==> src/sv/pswl_pkg.sv <==
// ----------------------------------------------------------------------------
// pswl_pkg
// shared types and default sizes for the priority sorted wait list
// ----------------------------------------------------------------------------
package pswl_pkg;

   localparam int LIST_DEPTH_DEF    = 16;
   localparam int TASK_ID_BITS_DEF  = 8;
   localparam int PRIORITY_BITS_DEF = 8;

   // field widths on the stream ports
   localparam int OP_W    = 1;
   localparam int TASK_W  = 8;
   localparam int PRIO_W  = 8;
   localparam int COUNT_W = 5;

   // widest key any parameter value allows
   localparam int KEY_MAX_W = 16;

   localparam logic OP_INSERT = 1'b0;
   localparam logic OP_REMOVE = 1'b1;

   // strobes broadcast to every cell of the row
   typedef struct packed {
      logic insert;
      logic remove;
   } cell_cmd_type;

endpackage

==> src/sv/pswl_cell.sv <==
// ----------------------------------------------------------------------------
// pswl_cell
// one slot of the sorted row: compares its entry with the request key and
// takes data from its left or right neighbor when the row shifts
// ----------------------------------------------------------------------------
module pswl_cell
   import pswl_pkg::*;
#(
   parameter int TASK_ID_BITS  = TASK_ID_BITS_DEF,
   parameter int PRIORITY_BITS = PRIORITY_BITS_DEF
) (
   input  logic                     clock,
   input  logic                     reset,
   input  cell_cmd_type             cmd,
   input  logic [TASK_ID_BITS-1:0]  key_task,
   input  logic [PRIORITY_BITS-1:0] key_prio,
   // left neighbor (lower slot)
   input  logic                     prev_valid,
   input  logic                     prev_after,
   input  logic [TASK_ID_BITS-1:0]  prev_task,
   input  logic [PRIORITY_BITS-1:0] prev_prio,
   input  logic                     hit_in,
   // right neighbor (higher slot)
   input  logic                     next_valid,
   input  logic [TASK_ID_BITS-1:0]  next_task,
   input  logic [PRIORITY_BITS-1:0] next_prio,
   // own state toward both neighbors
   output logic                     valid,
   output logic                     after,
   output logic [TASK_ID_BITS-1:0]  slot_task,
   output logic [PRIORITY_BITS-1:0] slot_prio,
   output logic                     hit_out
);

   logic                     valid_ff, valid_in;
   logic [TASK_ID_BITS-1:0]  task_ff, task_in;
   logic [PRIORITY_BITS-1:0] prio_ff, prio_in;
   logic                     match;

   assign after   = valid_ff && (prio_ff <= key_prio);
   assign match   = valid_ff && (task_ff == key_task);
   assign hit_out = hit_in || match;

   assign valid     = valid_ff;
   assign slot_task = task_ff;
   assign slot_prio = prio_ff;

   always_comb begin
      valid_in = valid_ff;
      task_in  = task_ff;
      prio_in  = prio_ff;
      if (cmd.insert) begin
         if (!after) begin
            valid_in = valid_ff || prev_valid;
            if (prev_after) begin
               task_in = key_task;
               prio_in = key_prio;
            end else begin
               task_in = prev_task;
               prio_in = prev_prio;
            end
         end
      end else if (cmd.remove) begin
         // first match and everything above it close the gap
         if (hit_out) begin
            valid_in = next_valid;
            task_in  = next_task;
            prio_in  = next_prio;
         end
      end
   end

   always_ff @(posedge clock) begin
      if (reset) begin
         valid_ff <= 1'b0;
      end else begin
         valid_ff <= valid_in;
      end
      task_ff <= task_in;
      prio_ff <= prio_in;
   end

endmodule

==> src/sv/priority_sorted_wait_list.sv <==
// ----------------------------------------------------------------------------
// priority_sorted_wait_list
// wait list of task ids held in ascending priority order in a row of cells
// ----------------------------------------------------------------------------
//  channel  dir  handshake              payload
//  req      in   req_tvalid/req_tready  op, task_id, priority_req
//  rsp      out  rsp_tvalid/rsp_tready  found, overflow, entry_count, is_empty
//
//  one request per cycle: every cell compares its entry with the key at once
//  and the row shifts in the same edge; the result sits in an output register
//  a new request is taken while that register is empty or being drained
//  reset clears the cell valid bits, the count and the result valid bit
//  a stalled result holds the request side once the output register is full
// ----------------------------------------------------------------------------
module priority_sorted_wait_list
   import pswl_pkg::*;
#(
   parameter int LIST_DEPTH    = LIST_DEPTH_DEF,
   parameter int TASK_ID_BITS  = TASK_ID_BITS_DEF,
   parameter int PRIORITY_BITS = PRIORITY_BITS_DEF
) (
   input  logic        clock,
   input  logic        reset,
   input  logic        req_tvalid,
   output logic        req_tready,
   input  logic [23:0] req_tdata,   // op[0], task_id[8:1], priority_req[16:9], zero[23:17]
   output logic        rsp_tvalid,
   input  logic        rsp_tready,
   output logic [7:0]  rsp_tdata    // found[0], overflow[1], entry_count[6:2], is_empty[7]
);

   localparam int CNT_BITS = $clog2(LIST_DEPTH + 1);
   localparam int CNT_EXT  = (CNT_BITS > COUNT_W) ? CNT_BITS : COUNT_W;

   logic                     accept;
   logic                     req_op;
   logic [KEY_MAX_W-1:0]     task_ext, prio_ext;
   logic [TASK_ID_BITS-1:0]  key_task;
   logic [PRIORITY_BITS-1:0] key_prio;
   logic                     full;
   logic                     found;
   logic                     overflow;
   cell_cmd_type             cmd;

   logic [CNT_BITS-1:0]      count_ff, count_in;
   logic [CNT_EXT-1:0]       count_ext;
   logic                     rsp_valid_ff, rsp_valid_in;
   logic [7:0]               rsp_data_ff, rsp_data_in;

   logic                     cell_valid [LIST_DEPTH];
   logic                     cell_after [LIST_DEPTH];
   logic [TASK_ID_BITS-1:0]  cell_task  [LIST_DEPTH];
   logic [PRIORITY_BITS-1:0] cell_prio  [LIST_DEPTH];
   logic                     cell_hit   [LIST_DEPTH];

   assign req_tready = !rsp_valid_ff || rsp_tready;
   assign accept     = req_tvalid && req_tready;

   assign req_op   = req_tdata[0];
   assign task_ext = {{(KEY_MAX_W - TASK_W){1'b0}}, req_tdata[8:1]};
   assign prio_ext = {{(KEY_MAX_W - PRIO_W){1'b0}}, req_tdata[16:9]};
   assign key_task = task_ext[TASK_ID_BITS-1:0];
   assign key_prio = prio_ext[PRIORITY_BITS-1:0];

   assign full       = cell_valid[LIST_DEPTH-1];
   assign cmd.insert = accept && (req_op == OP_INSERT) && !full;
   assign cmd.remove = accept && (req_op == OP_REMOVE);
   assign found      = cmd.remove && cell_hit[LIST_DEPTH-1];
   assign overflow   = accept && (req_op == OP_INSERT) && full;

   generate
      for (genvar i = 0; i < LIST_DEPTH; i++) begin : g_cell
         logic                     p_valid, p_after, h_in, n_valid;
         logic [TASK_ID_BITS-1:0]  p_task, n_task;
         logic [PRIORITY_BITS-1:0] p_prio, n_prio;

         if (i == 0) begin : g_head
            // virtual head: everything sorts after it
            assign p_valid = 1'b1;
            assign p_after = 1'b1;
            assign p_task  = key_task;
            assign p_prio  = key_prio;
            assign h_in    = 1'b0;
         end else begin : g_mid
            assign p_valid = cell_valid[i-1];
            assign p_after = cell_after[i-1];
            assign p_task  = cell_task[i-1];
            assign p_prio  = cell_prio[i-1];
            assign h_in    = cell_hit[i-1];
         end

         if (i == LIST_DEPTH - 1) begin : g_tail
            assign n_valid = 1'b0;
            assign n_task  = cell_task[i];
            assign n_prio  = cell_prio[i];
         end else begin : g_body
            assign n_valid = cell_valid[i+1];
            assign n_task  = cell_task[i+1];
            assign n_prio  = cell_prio[i+1];
         end

         pswl_cell #(
            .TASK_ID_BITS  (TASK_ID_BITS),
            .PRIORITY_BITS (PRIORITY_BITS)
         ) u_cell (
            .clock      (clock),
            .reset      (reset),
            .cmd        (cmd),
            .key_task   (key_task),
            .key_prio   (key_prio),
            .prev_valid (p_valid),
            .prev_after (p_after),
            .prev_task  (p_task),
            .prev_prio  (p_prio),
            .hit_in     (h_in),
            .next_valid (n_valid),
            .next_task  (n_task),
            .next_prio  (n_prio),
            .valid      (cell_valid[i]),
            .after      (cell_after[i]),
            .slot_task  (cell_task[i]),
            .slot_prio  (cell_prio[i]),
            .hit_out    (cell_hit[i])
         );
      end
   endgenerate

   always_comb begin
      count_in = count_ff;
      if (cmd.insert) begin
         count_in = count_ff + CNT_BITS'(1);
      end else if (found) begin
         count_in = count_ff - CNT_BITS'(1);
      end
   end

   assign count_ext = CNT_EXT'(count_in);

   always_comb begin
      rsp_valid_in = rsp_valid_ff;
      rsp_data_in  = rsp_data_ff;
      if (rsp_tready) begin
         rsp_valid_in = 1'b0;
      end
      if (accept) begin
         rsp_valid_in = 1'b1;
         rsp_data_in  = {(count_in == '0), count_ext[COUNT_W-1:0], overflow, found};
      end
   end

   always_ff @(posedge clock) begin
      if (reset) begin
         count_ff     <= '0;
         rsp_valid_ff <= 1'b0;
      end else begin
         count_ff     <= count_in;
         rsp_valid_ff <= rsp_valid_in;
      end
      rsp_data_ff <= rsp_data_in;
   end

   assign rsp_tvalid = rsp_valid_ff;
   assign rsp_tdata  = rsp_data_ff;

endmodule
==> config.mk <==
export PLATFORM = sky130hd
export DESIGN_NAME = priority_sorted_wait_list
export DESIGN_NICKNAME = d
export VERILOG_FILES = /design/src/sv/pswl_pkg.sv /design/src/sv/pswl_cell.sv /design/src/sv/priority_sorted_wait_list.sv
export SDC_FILE = /design/constraint.sdc
export NUM_CORES = 1
export LEC_CHECK = 0
export BUFFER_PORTS_ARGS = -buffer_cell sky130_fd_sc_hd__buf_2
export CAP_MARGIN = 20
export CORE_ASPECT_RATIO = 1.75
export CORE_UTILIZATION = 30
export CTS_BUF_LIST = sky130_fd_sc_hd__clkbuf_4 sky130_fd_sc_hd__clkbuf_8
export CTS_CLUSTER_SIZE = 12
export DETAILED_ROUTE_END_ITERATION = 16
export HOLD_SLACK_MARGIN = 0.15
export SETUP_SLACK_MARGIN = 0.5
export SYNTH_ARGS = -nofsm -noshare
export SYNTH_HDL_FRONTEND = slang
export SYNTH_SLANG_ARGS = --single-unit
==> constraint.sdc <==
create_clock -name clock -period 5.6 [get_ports clock]
set_clock_uncertainty 0.2 [all_clocks]
set_input_delay 0.56 -clock clock [delete_from_list [all_inputs] [get_ports clock]]
set_output_delay 0.56 -clock clock [all_outputs]
set_load 0.02 [all_outputs]
Word level (Yosys, flattened, before mapping)
Cells that the tools add are included.
- register bits after elaboration: 286
- memory bits (read-only): 0
- bits in latches: 0
- input port bits: 28
- memories kept: 0
- output and inout bits: 10
- logic and storage cells: 428
- bits in writable memories: 0
- equality and inequality tests: 32
- reductions and logical operators: 107
- bitwise gates (word level): 2
- multipliers: 0
- $lt $le $gt $ge: 16
- $add $sub $neg: 2
- shift operators: 0
- div/mod/pow operators: 0
- multiplexer cells: 218
- operators by type and width (cell ; count):
    $mux 8 ; 150
    $eq 8x8->1 ; 16
    $le 8x8->1 ; 16
    $mux 1 ; 66
    $reduce_and 3->1 ; 16
    $logic_and 1x1->1 ; 38
    $reduce_bool 2->1 ; 18
    $ne 2x2->1 const B ; 16
    $logic_or 1x1->1 ; 31
    $mux 5 ; 2
    $add 5x1->5 const B ; 1
    $logic_not 5->1 ; 1
    $sub 5x1->5 const B ; 1
    $logic_not 1->1 ; 2
    $not 1->1 ; 2
    $reduce_and 2->1 ; 1

Longest topological paths before layout
- word-level depth: 21
- depth in mapped cells: 13
- mapped depth without buffers: 11

Modules after synthesis
A second synthesis with hierarchy kept.
- cell total of the unflattened synthesis: 1952
- area, all modules: 19530.0 um2
- by module, submodules not included (module ; seq. area each (um2) ; cells an instance ; area each (um2) ; times used):
    pswl_cell ; 500.5 ; 118 ; 1177.4 ; 16
    priority_sorted_wait_list ; 360.3 ; 64 ; 691.9 ; 1

Least setup slack after synthesis
Ideal clock, no wire load.
- path type: in2reg
- start: input port req_tdata[10]
- end: register g_cell[9].u_cell.prio_ff[0], enable pin
- data arrival time: 3.766 ns
- setup slack: 1.225 ns
- buffers on the path: 2
- data required time: 4.991 ns
- library setup time: 0.409 ns
- cell stages on the path: 13
- cells stage by stage: inv_1 > ha_1 > nor2b_1 > o21a_1 > o21ai_0 > nand2b_1 > a21oi_1 > o21a_1 > o21ai_0 > buf_1 > buf_2 > nor2_1 > nor3_1
- word-level cells in the longest chain between the ends: 4
- RTL lines (item ; RTL line ; RTL):
    start, declared ; priority_sorted_wait_list.sv:26 ; input logic [23:0] req_tdata,
    $le 8x8->1 ; pswl_cell.sv:40 ; assign after = valid_ff && (prio_ff <= key_prio);
    $logic_and 1x1->1 ; pswl_cell.sv:40 ;
    $ne 2x2->1 (no source line) ; - ;
    $reduce_and 3->1 (no source line) ; - ;
    end signal, assigned ; pswl_cell.sv:80 ; prio_ff <= prio_in;
    end, declared ; pswl_cell.sv:37 ; logic [PRIORITY_BITS-1:0] prio_ff, prio_in;
No other way between the ends.
A chain may end at the register's enable or synchronous reset.

Worst setup path after layout
- start: input port req_tvalid
- end: register g_cell[2].u_cell.task_ff[4], enable pin
- word-level cells in the longest chain between the ends: 5
- elaborated cells on any way between the ends: 8
- classes of those cells: 1 x eq/ne; 7 x reduce/logical
- RTL lines (item ; RTL line ; RTL):
    start, declared ; priority_sorted_wait_list.sv:24 ; input logic req_tvalid,
    $logic_and 1x1->1 * ; priority_sorted_wait_list.sv:57 ; assign accept = req_tvalid && req_tready;
    named net accept ; priority_sorted_wait_list.sv:35 ; logic accept;
    $logic_and 1x1->1 (2 in a row) ; priority_sorted_wait_list.sv:66 ; assign cmd.insert = accept && (req_op == OP_INSERT) && !full;
    $ne 2x2->1 (no source line) / $reduce_bool 2->1 (equally long branches) ; - ;
    $reduce_and 3->1 (no source line) * ; - ;
    end signal, assigned ; pswl_cell.sv:79 ; task_ff <= task_in;
    end, declared ; pswl_cell.sv:36 ; logic [TASK_ID_BITS-1:0] task_ff, task_in;
Mark *: on every way through the listed nets, which the timed path passes. The rest lies on a longest branch.

==> run_results.csv <==
group,metric,value,unit
synthesis,synthesis.nets,1995,
die,die_h,332,µm
clock_network,post_cts_buffers,0,
synthesis,syn_area_per_cell,10.1,µm²
setup_path,cp.arrival,3.84,ns
drt,ant_nets,0,
clock_network,cts_buffers,47,
sta,min_period,3.82,ns
hold_path,min_from,"reset",
synthesis,synth-main-ff-cell,"edfxtp_1",
synthesis,syn_inst,1845,
setup_path,critPathCaptureType,"flop",
setup_path,critPathLaunch,"req_tvalid",
place,place_inst,2575,
synthesis,yosys_register_bits,286,
global_route,grt_pass1_vias,14000,
drt,first_pass_iters,5,
sta,finalSetupViolations,0,
clock_network,cts.path.max_buffers,3,
place,numPortBuffers,30,
die,dieArea,63200,µm²
sta,relSlewSlack,0.376,
finish,area_growth,9.38,%
sta,setup_slack,1.78,ns
sta,worstMarginPinSlew,0.927,ns
drt,drt-initial-drc-count,854,
die,start_util,0.304,
synthesis,synth_edf_count,264,
clock_network,clkTransAtPathRegs,0.07,ns
place,gp_congestion,0.833,
die,io_pins,38,
clock_network,root_buffer,"clkbuf_8",
setup_path,worstPathRequired,5.62,ns
global_route,grt_pass1_wl,75100,µm
synthesis,synthArstFlopShare,0,
setup_path,worstSetupPathType,"in2reg",
clock_network,cts_tree,"yes",
finish,instances_no_fill,2666,
global_route,track_usage,0.150,
setup_path,reg2reg_from,"rsp_tvalid$_SDFFE_PP0P_",
synthesis,syn_area,18600,µm²
status,status,"completed",
place,place_hpwl,35800,µm
sta,finalMaxSlewViolations,0,
drt,detail_route.wl_per_cell,17.9,µm
global_route,antenna_found_initial,4,
synthesis,yosysUniqueCellTypes,61,
clock_network,clkLatencyLatePin,0.60,ns
drt,via_per_inst,5.04,
sta,finalCritPeriodShare,0.682,
place,dp_slack,1.27,ns
sta,rsz0062_at_grt,"no",
clock_network,cts_resized,0,
drt,drcViolationCount,0,
flow_run,cap_violations,0,
setup_path,r2r_setup_slack,1.93,ns
die,fp-row-count,120,
setup_path,path_max_fanout,30,
sta,fin_setup_tns,0,ns
sta,max_freq,262,MHz
hold_path,hold_path.class,"in2reg",
drt,wl,47800,µm
die,fp.dieW,190,µm
pwr,power_leakage,0.00809,µW
finish,drive_gt1_frac,0.100,
drt,vias,13400,
synthesis,yosys.area.top_type_share,0.425,
synthesis,synth_top_cell_by_area,"edfxtp_1",
synthesis,yosysSeqAreaShare,0.449,
sta,hold_violations,0,
die,coreArea,61300,µm²
global_route,grt_max_degree,239,
global_route,overflow,0,
synthesis,synth_warnings,0,
finish,fin_nets,1984,
pwr,max-vdd-ir-drop,155,µV
pwr,powerDensity,250,nW/µm²
clock_network,clkSinkCount,286,
setup_path,startpoint_type,"input pin",
clock_network,htree_levels,2,
synthesis,ys_top_cells_by_area,"edfxtp_1 43%, mux2i_1 10%, ha_1 8.2%",
kinds of logic after synthesis:
logic type | Yosys count | synth area share
adder cells (fa/ha/maj) | 122 | 0.0819
AND/OR/NAND/NOR | 490 | 0.116
flip-flops | 286 | 0.449
XOR/XNOR | 132 | 0.0620
multiplexers | 209 | 0.113
buffers and inverters | 169 | 0.0459
AO/OA/AOI/OAI | 437 | 0.132
cell usage in the layout (no fill, tap or decap), drive strengths merged, types with 25 or more instances in the layout:
master,count
o21ai,273
nand2,286
nand3,25
ha,122
xor2,61
nor3,31
mux2i,192
edfxtp,264
buf,67
clkbuf,72
nor2,54
inv,39
nand4,30
a21oi,82
xnor2,71
stage by stage:
stage                      util  cell area, µm²  total power (µW)  hold WS (ns)
after floorplan               -           18600              3090         0.271
after global placement    0.317           19400              3260         0.298
after detailed placement  0.317           19400              3290         0.313
after CTS                 0.333           20400              5150         0.180
after global routing      0.333           20400              5320         0.215
final                     0.333           20400              5090         0.212
Yosys cell counts, types with 3 or more instances:
| master | number |
|---|---|
| a31oi_1 | 4 |
| nand3_1 | 25 |
| xnor2_1 | 71 |
| and2_1 | 4 |
| nor2_1 | 54 |
| nand2_1 | 286 |
| nand2b_1 | 10 |
| buf_2 | 12 |
| a21boi_0 | 6 |
| buf_12 | 5 |
| nand4_1 | 29 |
| nor3_1 | 30 |
| buf_6 | 8 |
| dfxtp_1 | 22 |
| inv_1 | 38 |
| a21o_1 | 22 |
| a221oi_1 | 4 |
| buf_4 | 8 |
| mux2i_1 | 192 |
| nor2b_1 | 20 |
| edfxtp_1 | 264 |
| buf_8 | 3 |
| clkbuf_1 | 85 |
| o21ba_2 | 3 |
| a211oi_1 | 8 |
| a21oi_1 | 82 |
| nor4_1 | 12 |
| xor2_1 | 61 |
| buf_1 | 9 |
| o21a_1 | 15 |
| ha_1 | 122 |
| and3_1 | 6 |
| mux2_2 | 17 |
| o21ai_0 | 271 |
routing by layer:
layer | part of all wire | vias to the layer above | wire, µm | track usage
li1 | - | 6644 | - | -
met3 | 0.021 | 120 | 1030 | 0.0144
met1 | 0.36 | 6453 | 17400 | 0.151
met2 | 0.57 | 227 | 27100 | 0.294
met5 | 0 | - | 0 | 0
met4 | 0.047 | 0 | 2270 | 0.0836
sequential cells by signal, indices dropped and copies added, names as in the netlist:
register,count
g_cell.u_cell.slot_task,128
g_cell.u_cell.valid,16
g_cell.u_cell.slot_prio,128
count_ff,5
rsp_tdata,8
rsp_tvalid,1
final timing paths:
kind                                                                  to  depth (start not counted)
worst max register to register   g_cell[2].u_cell.slot_task[4]$_DFFE_PP_                          8
worst max-delay path             g_cell[2].u_cell.slot_task[4]$_DFFE_PP_                          9
worst min-delay path                              count_ff[0]$_SDFF_PP0_                          2
worst min register to register  g_cell[14].u_cell.slot_prio[1]$_DFFE_PP_                          2
power by group:
group / internal [µW] / switching, µW / total, µW
logic: 270 / 447 / 717
registers: 2450 / 77.1 / 2530
clock network: 972 / 872 / 1840
total: 3690 / 1400 / 5090
critical path: stages:
cell and delay [ns]:
dlygate4sd3_1 0.52, buf_2 0.11, nand2_1 0.08, inv_1 0.38
nand2_4 0.32, inv_2 0.52, nor2_1 0.29, nor2_1 0.26
o21a_1 0.77
area by class of cell:
class | instances | area (µm²)
inverters | 39 | 146
multi-input cells | 1390 | 9480
diodes | 4 | 10.0
well taps | 793 | 992
flip-flops and latches | 286 | 8370
clock inverters | 12 | 50.0
fillers | 6206 | 40900
repair buffers | 70 | 483
clock buffers | 72 | 860
what timing repair did:
| action | in CTS | in global routing |
|---|---|---|
| endpoints found under the setup margin | 0 | 0 |
| endpoints found under the hold margin | 2 | 0 |
| hold buffers | 3 | 0 |
No activity file was read; power rests on OpenSTA's default activity.
